--- src/hdl/tcce_pkg.sv ---
// tcce_pkg: shared types and constants for the text console character engine
// request operation codes, result action codes, parser phases and character codes
// no dependencies

package tcce_pkg;

   typedef enum logic [1:0] {
      OP_PUT    = 2'd0,
      OP_CURSOR = 2'd1,
      OP_CLEAR  = 2'd2,
      OP_NONE   = 2'd3
   } op_type;

   typedef enum logic [2:0] {
      ACT_CURSOR = 3'd0,
      ACT_WRITE  = 3'd1,
      ACT_SCROLL = 3'd2,
      ACT_CLEAR  = 3'd3,
      ACT_BEEP   = 3'd4
   } action_type;

   typedef enum logic [2:0] {
      PH_NORMAL = 3'b001,
      PH_ESCAPE = 3'b010,
      PH_DIGIT  = 3'b100
   } phase_type;

   typedef struct packed {
      action_type  action;
      logic [10:0] cell_index;
      logic [15:0] cell_value;
      logic [6:0]  cursor_column;
      logic [4:0]  cursor_row;
      logic        last;
   } rsp_type;

   localparam logic [7:0] CH_NUL       = 8'd0;
   localparam logic [7:0] CH_BELL      = 8'd7;
   localparam logic [7:0] CH_BACKSPACE = 8'd8;
   localparam logic [7:0] CH_TAB       = 8'd9;
   localparam logic [7:0] CH_LF        = 8'd10;
   localparam logic [7:0] CH_VT        = 8'd11;
   localparam logic [7:0] CH_FF        = 8'd12;
   localparam logic [7:0] CH_CR        = 8'd13;
   localparam logic [7:0] CH_ESC       = 8'd27;
   localparam logic [7:0] CH_SPACE     = 8'h20;
   localparam logic [7:0] CH_DIGIT_0   = 8'h30;
   localparam logic [7:0] CH_UPPER_B   = 8'h42;
   localparam logic [7:0] CH_UPPER_G   = 8'h47;
   localparam logic [7:0] CH_UPPER_N   = 8'h4e;
   localparam logic [7:0] CH_UPPER_R   = 8'h52;
   localparam logic [7:0] CH_LOWER_B   = 8'h62;
   localparam logic [7:0] CH_LOWER_G   = 8'h67;
   localparam logic [7:0] CH_LOWER_N   = 8'h6e;
   localparam logic [7:0] CH_LOWER_R   = 8'h72;

   localparam logic [3:0] CLR_DEFAULT      = 4'd7;
   localparam logic [3:0] CLR_RED          = 4'd4;
   localparam logic [3:0] CLR_BRIGHT_RED   = 4'd12;
   localparam logic [3:0] CLR_BLUE         = 4'd1;
   localparam logic [3:0] CLR_BRIGHT_BLUE  = 4'd9;
   localparam logic [3:0] CLR_GREEN        = 4'd2;
   localparam logic [3:0] CLR_BRIGHT_GREEN = 4'd10;

   // ten times the first digit byte plus the second, minus eleven times '0'
   localparam logic [11:0] DIGIT_BIAS = 12'(11 * 48);
   localparam logic [11:0] DIGIT_LOW  = 12'(11 * 48 + 1);
   localparam logic [11:0] DIGIT_HIGH = 12'(11 * 48 + 15);

   localparam logic [3:0] CELL_PAD = 4'd0;

endpackage

--- src/hdl/tcce_step.sv ---
// tcce_step: next cursor, colour and parser state for one request, plus its results
// combinational; uses tcce_pkg

module tcce_step
   import tcce_pkg::*;
#(
   parameter int SCREEN_COLUMNS = 80,
   parameter int SCREEN_ROWS    = 25,
   localparam int COL_W = $clog2(SCREEN_COLUMNS),
   localparam int ROW_W = $clog2(SCREEN_ROWS)
) (
   input  op_type           operation,
   input  logic [7:0]       char_code,
   input  logic [6:0]       new_column,
   input  logic [4:0]       new_row,
   input  logic [COL_W-1:0] col,
   input  logic [ROW_W-1:0] row,
   input  logic [3:0]       colour,
   input  phase_type        phase,
   input  logic [7:0]       digit,
   output logic [COL_W-1:0] col_next,
   output logic [ROW_W-1:0] row_next,
   output logic [3:0]       colour_next,
   output phase_type        phase_next,
   output logic [7:0]       digit_next,
   output rsp_type          first_rsp,
   output rsp_type          second_rsp,
   output logic             two_rsp
);

   localparam int CW1   = COL_W + 1;
   localparam int RW1   = ROW_W + 1;
   localparam int IDX_W = $clog2(SCREEN_COLUMNS * SCREEN_ROWS);

   logic [CW1-1:0]   col_inc;
   logic [CW1-1:0]   tab_stop;
   logic [RW1-1:0]   row_inc;
   logic [11:0]      digit_sum;
   logic [11:0]      digit_val;
   logic [IDX_W-1:0] write_index;
   logic [15:0]      fill;
   logic             down;
   logic             wrote;
   logic             scroll;
   action_type       act;

   assign col_inc     = CW1'(col) + CW1'(1);
   assign tab_stop    = CW1'(col | COL_W'(7)) + CW1'(1);
   assign row_inc     = RW1'(row) + RW1'(1);
   assign digit_sum   = 12'(digit) * 12'd10 + 12'(char_code);
   assign digit_val   = digit_sum - DIGIT_BIAS;
   assign write_index = IDX_W'(row) * IDX_W'(SCREEN_COLUMNS) + IDX_W'(col);
   assign fill        = {CELL_PAD, colour, CH_SPACE};

   always_comb begin
      col_next    = col;
      row_next    = row;
      colour_next = colour;
      phase_next  = phase;
      digit_next  = digit;
      act         = ACT_CURSOR;
      down        = 1'b0;
      wrote       = 1'b0;
      case (operation)
         OP_CURSOR: begin
            col_next = (new_column < SCREEN_COLUMNS) ? COL_W'(new_column)
                                                     : COL_W'(SCREEN_COLUMNS - 1);
            row_next = (new_row < SCREEN_ROWS) ? ROW_W'(new_row) : ROW_W'(SCREEN_ROWS - 1);
         end
         OP_CLEAR: begin
            act = ACT_CLEAR;
         end
         OP_PUT: begin
            if (char_code == CH_NUL) begin
               phase_next = PH_NORMAL;
            end else begin
               case (phase)
                  PH_ESCAPE: begin
                     phase_next = PH_NORMAL;
                     case (char_code)
                        CH_LOWER_N, CH_UPPER_N: colour_next = CLR_DEFAULT;
                        CH_LOWER_R: colour_next = CLR_RED;
                        CH_UPPER_R: colour_next = CLR_BRIGHT_RED;
                        CH_LOWER_B: colour_next = CLR_BLUE;
                        CH_UPPER_B: colour_next = CLR_BRIGHT_BLUE;
                        CH_LOWER_G: colour_next = CLR_GREEN;
                        CH_UPPER_G: colour_next = CLR_BRIGHT_GREEN;
                        default: begin
                           digit_next = char_code;
                           phase_next = PH_DIGIT;
                        end
                     endcase
                  end
                  PH_DIGIT: begin
                     phase_next = PH_NORMAL;
                     if (digit_sum >= DIGIT_LOW && digit_sum <= DIGIT_HIGH) begin
                        colour_next = digit_val[3:0];
                     end
                  end
                  default: begin
                     phase_next = PH_NORMAL;
                     case (char_code)
                        CH_ESC: phase_next = PH_ESCAPE;
                        CH_BELL: act = ACT_BEEP;
                        CH_LF, CH_VT, CH_FF: begin
                           col_next = '0;
                           down     = 1'b1;
                        end
                        CH_CR: col_next = '0;
                        CH_BACKSPACE: begin
                           if (col != '0) begin
                              col_next = col - COL_W'(1);
                           end
                        end
                        CH_TAB: begin
                           if (tab_stop >= SCREEN_COLUMNS) begin
                              col_next = '0;
                              down     = 1'b1;
                           end else begin
                              col_next = COL_W'(tab_stop);
                           end
                        end
                        default: begin
                           act   = ACT_WRITE;
                           wrote = 1'b1;
                           if (col_inc >= SCREEN_COLUMNS) begin
                              col_next = '0;
                              down     = 1'b1;
                           end else begin
                              col_next = COL_W'(col_inc);
                           end
                        end
                     endcase
                  end
               endcase
            end
         end
         default: begin
         end
      endcase
      scroll = 1'b0;
      if (down) begin
         if (row_inc >= SCREEN_ROWS) begin
            row_next = ROW_W'(SCREEN_ROWS - 1);
            scroll   = 1'b1;
         end else begin
            row_next = ROW_W'(row_inc);
         end
      end
   end

   always_comb begin
      first_rsp.action        = act;
      first_rsp.cell_index    = '0;
      first_rsp.cell_value    = '0;
      first_rsp.cursor_column = 7'(col_next);
      first_rsp.cursor_row    = 5'(row_next);
      first_rsp.last          = 1'b1;
      second_rsp              = first_rsp;
      second_rsp.action       = ACT_SCROLL;
      second_rsp.cell_value   = fill;
      two_rsp                 = 1'b0;
      if (wrote) begin
         first_rsp.cell_index = 11'(write_index);
         first_rsp.cell_value = {CELL_PAD, colour, char_code};
      end
      if (act == ACT_CLEAR) begin
         first_rsp.cell_value = fill;
      end
      if (scroll) begin
         if (wrote) begin
            first_rsp.last = 1'b0;
            two_rsp        = 1'b1;
         end else begin
            first_rsp = second_rsp;
         end
      end
   end

endmodule

--- src/hdl/text_console_character_engine.sv ---
// text_console_character_engine: top level with request register, state and result registers
// uses tcce_pkg and tcce_step
// path: a request waits in the request reg, then its result is registered onto rsp_
// throughput: one request per cycle if not stalled; a scrolling write makes two results,
//   the scroll one leaves a pending reg while the next request waits in the request reg
// reset: cursor at column 0 row 0, colour 7, escape parser in normal text, all registers empty

module text_console_character_engine
   import tcce_pkg::*;
#(
   parameter int SCREEN_COLUMNS = 80,
   parameter int SCREEN_ROWS    = 25
) (
   input  logic        clock,
   input  logic        reset,
   input  logic        req_valid,
   output logic        req_stall,
   input  logic [1:0]  req_operation,
   input  logic [7:0]  req_char_code,
   input  logic [6:0]  req_new_column,
   input  logic [4:0]  req_new_row,
   output logic        rsp_valid,
   input  logic        rsp_stall,
   output logic [2:0]  rsp_action,
   output logic [10:0] rsp_cell_index,
   output logic [15:0] rsp_cell_value,
   output logic [6:0]  rsp_cursor_column,
   output logic [4:0]  rsp_cursor_row,
   output logic        rsp_last
);

   localparam int COL_W = $clog2(SCREEN_COLUMNS);
   localparam int ROW_W = $clog2(SCREEN_ROWS);

   logic             req_full_ff;
   op_type           op_ff;
   logic [7:0]       char_ff;
   logic [6:0]       new_col_ff;
   logic [4:0]       new_row_ff;

   logic [COL_W-1:0] col_ff;
   logic [ROW_W-1:0] row_ff;
   logic [3:0]       colour_ff;
   phase_type        phase_ff;
   logic [7:0]       digit_ff;

   logic [COL_W-1:0] col_in;
   logic [ROW_W-1:0] row_in;
   logic [3:0]       colour_in;
   phase_type        phase_in;
   logic [7:0]       digit_in;

   rsp_type          first_rsp;
   rsp_type          second_rsp;
   logic             two_rsp;

   rsp_type          rsp_ff;
   logic             rsp_valid_ff;
   rsp_type          pend_ff;
   logic             pend_valid_ff;

   logic             out_free;
   logic             send_pend;
   logic             process;
   logic             req_take;

   tcce_step #(
      .SCREEN_COLUMNS(SCREEN_COLUMNS),
      .SCREEN_ROWS   (SCREEN_ROWS)
   ) u_step (
      .operation  (op_ff),
      .char_code  (char_ff),
      .new_column (new_col_ff),
      .new_row    (new_row_ff),
      .col        (col_ff),
      .row        (row_ff),
      .colour     (colour_ff),
      .phase      (phase_ff),
      .digit      (digit_ff),
      .col_next   (col_in),
      .row_next   (row_in),
      .colour_next(colour_in),
      .phase_next (phase_in),
      .digit_next (digit_in),
      .first_rsp  (first_rsp),
      .second_rsp (second_rsp),
      .two_rsp    (two_rsp)
   );

   assign out_free  = !rsp_valid_ff || !rsp_stall;
   assign send_pend = pend_valid_ff && out_free;
   assign process   = req_full_ff && !pend_valid_ff && out_free;
   assign req_stall = req_full_ff && !process;
   assign req_take  = req_valid && !req_stall;

   always_ff @(posedge clock) begin
      if (reset) begin
         req_full_ff   <= 1'b0;
         col_ff        <= '0;
         row_ff        <= '0;
         colour_ff     <= CLR_DEFAULT;
         phase_ff      <= PH_NORMAL;
         digit_ff      <= '0;
         rsp_valid_ff  <= 1'b0;
         pend_valid_ff <= 1'b0;
      end else begin
         if (req_take) begin
            req_full_ff <= 1'b1;
         end else if (process) begin
            req_full_ff <= 1'b0;
         end
         if (process) begin
            col_ff        <= col_in;
            row_ff        <= row_in;
            colour_ff     <= colour_in;
            phase_ff      <= phase_in;
            digit_ff      <= digit_in;
            pend_valid_ff <= two_rsp;
         end else if (send_pend) begin
            pend_valid_ff <= 1'b0;
         end
         if (send_pend || process) begin
            rsp_valid_ff <= 1'b1;
         end else if (!rsp_stall) begin
            rsp_valid_ff <= 1'b0;
         end
      end
   end

   always_ff @(posedge clock) begin
      if (req_take) begin
         op_ff      <= op_type'(req_operation);
         char_ff    <= req_char_code;
         new_col_ff <= req_new_column;
         new_row_ff <= req_new_row;
      end
      if (process) begin
         pend_ff <= second_rsp;
      end
      if (send_pend) begin
         rsp_ff <= pend_ff;
      end else if (process) begin
         rsp_ff <= first_rsp;
      end
   end

   assign rsp_valid         = rsp_valid_ff;
   assign rsp_action        = rsp_ff.action;
   assign rsp_cell_index    = rsp_ff.cell_index;
   assign rsp_cell_value    = rsp_ff.cell_value;
   assign rsp_cursor_column = rsp_ff.cursor_column;
   assign rsp_cursor_row    = rsp_ff.cursor_row;
   assign rsp_last          = rsp_ff.last;

endmodule

--- config.mk ---
export PLATFORM = sky130hd
export DESIGN_NAME = text_console_character_engine
export DESIGN_NICKNAME = d
export VERILOG_FILES = /design/src/hdl/tcce_pkg.sv /design/src/hdl/tcce_step.sv /design/src/hdl/text_console_character_engine.sv
export SDC_FILE = /design/constraint.sdc
export NUM_CORES = 1
export LEC_CHECK = 0
export ABC_AREA = 1
export BUFFER_PORTS_ARGS = -buffer_cell sky130_fd_sc_hd__buf_2
export CORE_ASPECT_RATIO = 0.9
export CORE_MARGIN = 3
export CORE_UTILIZATION = 54
export CTS_BUF_LIST = sky130_fd_sc_hd__clkbuf_16
export DETAILED_ROUTE_END_ITERATION = 10
export MAX_ROUTING_LAYER = met4
export PLACE_DENSITY = 0.77
export SYNTH_ARGS = -nofsm -noshare
export SYNTH_HDL_FRONTEND = slang
export SYNTH_SLANG_ARGS = --single-unit
--- constraint.sdc ---
create_clock -name clock -period 3.14 [get_ports clock]
set_clock_uncertainty 0.15 [all_clocks]
set_input_delay 0.314 -clock clock [delete_from_list [all_inputs] [get_ports clock]]
set_output_delay 0.314 -clock clock [all_outputs]
set_load 0.01 [all_outputs]
==> impl_metrics.csv <==
group,metric,value,unit
run_status,status,"complete, no violations",
sta,period_minus_slack,3.101,ns
global_route,gr-total-overflow,0,
worst_setup_path,critPathMaxStageDelay,0.40,ns
clock_tree,clock_latency,0.35,ns
floorplanning,chipWidth,120.1,um
logic_synthesis,netlist_area,6327,um^2
cells_and_area,final_common_cell,"nand2_1",
floorplanning,die-area,13050,um^2
worst_setup_path,crit_chain,"ha_4 > ha_4 > fa_2 > xor2_1 > ha_1 > nand2_1 > nor2_1 > nand2_1 > nand3_2 > nand2_2 > nand2_1 > nand3_1 > nor2_1 > nand3_1 > nand2_2 > nand2_2 > nand2_1 > nand3_1",
min_path,hold_class,"in -> reg",
worst_setup_path,timing.critical_path.buf_inv,0,
sta,relSlewSlack,0.5023,
global_route,grt_pass1_wl,23970,um
floorplanning,row_count,36,
worst_setup_path,cp.required,3.20,ns
clock_tree,cts_tree,"built",
detailed_routing,antenna_left,0,
clock_tree,numClockSinks,107,
sta,grt_setup_unrepaired,"true",
pwr,p_comb_frac,0.153,
global_route,grtUsageTotal,0.2422,
pwr,power_frac_clock,0.329,
sta,period_share,0.9877,
detailed_routing,wl,14960,um
sta,finalSetupViolations,0,
sta,finalSetupTns,0,ns
global_route,antenna_found_initial,0,
worst_setup_path,arrival,3.16,ns
detailed_routing,viasPerCell,5.290,
logic_synthesis,yosys_most_used_dff,"edfxtp_1",
cells_and_area,drive_gt1_frac,0.1792,
cells_and_area,layout_common_cells,"nand2_1, inv_1, nor2_1",
pwr,worst_ir_drop_vdd,464.2,uV
worst_setup_path,crit_type,"reg -> reg",
place,io_buffers,66,
logic_synthesis,synth_warnings,0,
floorplanning,fp.dieH,108.7,um
clock_tree,htreeDepth,3,
pwr,power_frac_seq,0.518,
cells_and_area,post-route-util,0.6662,
cells_and_area,nets,914,
clock_tree,cts_max_path_buffers,2,
pwr,p_leak,3.536,nW
clock_tree,path_clk_slew,0.07,ns
logic_synthesis,syn_area_per_cell,8.414,um^2
detailed_routing,dr_total_vias,5322,
worst_setup_path,crit_fanout,6,
place,place.detailed.hpwl,11160,um
sta,finalHoldViolations,0,
logic_synthesis,synth_edf_count,77,
detailed_routing,first_iter_violations,514,
run,maxCapViolCount,0,
worst_setup_path,critPathCaptureType,"register",
cells_and_area,stdcell_count,1006,
logic_synthesis,synth_cell_type_count,43,
worst_setup_path,crit_family,"adder cells",
floorplanning,ios,71,
pwr,p_switching,0.8891,mW
global_route,grt_pass1_vias,4955,
clock_tree,cts_buffers,9,
sta,fmax,322.4,MHz
pwr,p_per_area,435.0,nW/um^2
worst_setup_path,worst_path_most_repeated_cell,"nand2_1",
cells_and_area,n_antenna_cell,0,
worst_setup_path,cp-start-kind,"register",
place,dp_cells,965,
logic_synthesis,async_reset_ff_frac,0,
sta,fin_hold_ws,0.03862,ns
sta,tightest_slew,0.7457,ns
pwr,swShare,0.2757,
detailed_routing,drt_pass1_iterations,5,
worst_setup_path,slowest_stage,"fa_2",
global_route,grt_start_max_net_pins,27,
detailed_routing,drt-wirelength-per-cell,14.87,um
sta,final-max-slew-violation-count,0,
logic_synthesis,syn_inst,752,
cells_and_area,area_growth,17.14,%
logic_synthesis,yosysSeqAreaShare,0.4604,
clock_tree,cts_root_buf,"clkbuf_16",
pwr,totalPowerFinal,3.224,mW
floorplanning,initial_core_util,0.5687,
floorplanning,core_region_area,11130,um^2
place,gp_congestion,0.9457,
pwr,internal_power,2.335,mW
detailed_routing,drcViolationCount,0,
logic_synthesis,ys_seq_elements,107,
## area by class of cell
class                      count  area [um^2]
fill                         930         3714
multi-input combinational    528         2992
sequential                   107         2918
timing repair buffer         102        655.6
inverter                     101        379.1
clock buffer                   9        225.2
tap                          152        190.2
clock inverter                 7        52.55
## kinds of logic after synthesis
kind of cell,after synthesis,synth area share
xor gates and xnor gates,18,0.02610
and+or+nand+nor,360,0.2577
AOI/OAI and AO/OA,107,0.09729
other,1,0.0005927
adders and majority gates,39,0.08187
DFF,107,0.4604
buffers and inverters,120,0.07613
## registers in the layout (all words and copies together) (netlist names), 2 cells and up
name	cells
row_ff	5
col_ff	7
char_ff	8
digit_ff	8
op_ff	2
rsp_cell_index	11
rsp_action	3
new_col_ff	7
colour_ff	4
rsp_cell_value	12
pend_ff	16
rsp_cursor_row	5
phase_ff	3
rsp_cursor_column	7
new_row_ff	5
## power groups by stage
stage / clock (mW) / combinational, mW / sequential, mW
after floorplan: 0 / 0.311 / 1.70
after global placement: 0 / 0.450 / 1.70
after detailed placement: 0 / 0.463 / 1.70
after CTS: 1.07 / 0.487 / 1.67
after global routing: 1.13 / 0.550 / 1.68
final: 1.06 / 0.492 / 1.67
## metal layers
layer | track usage | share of wire
met4 | 0.08013 | 0.019
met1 | 0.3280 | 0.46
met5 | - | 0
met2 | 0.3706 | 0.45
met3 | 0.04720 | 0.072
## metrics by stage
step           cell area, um^2  setup slack, ns
2_1_floorplan             6339           0.1603
3_3_place_gp              6842          0.04356
3_5_place_dp              6842         -0.08915
4_1_cts                   7335         0.007539
5_1_grt                   7412          -0.1307
6_report                  7412          0.03856
## cells in the mapped netlist, drive strengths merged (2+ instances only)
library cell,number,share of area
clkbuf,9,0.0057
nand3b,3,0.0036
a21oi,49,0.039
inv,101,0.060
buf,10,0.010
xor2,15,0.022
nor4,2,0.0044
nand4,7,0.0069
edfxtp,77,0.37
nor3,5,0.0065
nand3,58,0.052
a31oi,7,0.0069
nor2,93,0.061
ha,35,0.069
o211ai,4,0.0047
o21ai,43,0.040
a32oi,2,0.0028
nand2,188,0.12
fa,4,0.013
dfxtp,30,0.095
xnor2,3,0.0042
nor3b,2,0.0024
## worst min-delay path, delay by kind of cell
kind | cells | cell delay [ns]
AND/OR/NAND/NOR | 2 | 0.10
buffers and inverters | 1 | 0.09
## path summary, 6_finish.rpt
path	endpoint	cells past startpoint	startpoint	slack, ns
min reg2reg	pend_ff[21]$_DFFE_PP_	0	colour_ff[0]$_SDFFE_PP1P_	0.33
max	colour_ff[0]$_SDFFE_PP1P_	18	digit_ff[3]$_SDFFE_PP0P_	0.04
max reg2reg	colour_ff[0]$_SDFFE_PP1P_	18	digit_ff[3]$_SDFFE_PP0P_	0.04
min	req_full_ff$_SDFFE_PP0P_	3	req_valid	0.04
## what timing repair did
action | in CTS | in global routing
endpoints found under the hold margin | 21 | 1
resized for setup | 2 | 11
cloned | 0 | 0
hold buffers | 21 | 1
setup buffers | 0 | 3
setup endpoints to repair | 4 | 4
pin swaps | 1 | 12
(Power assumes the default switching activity.)
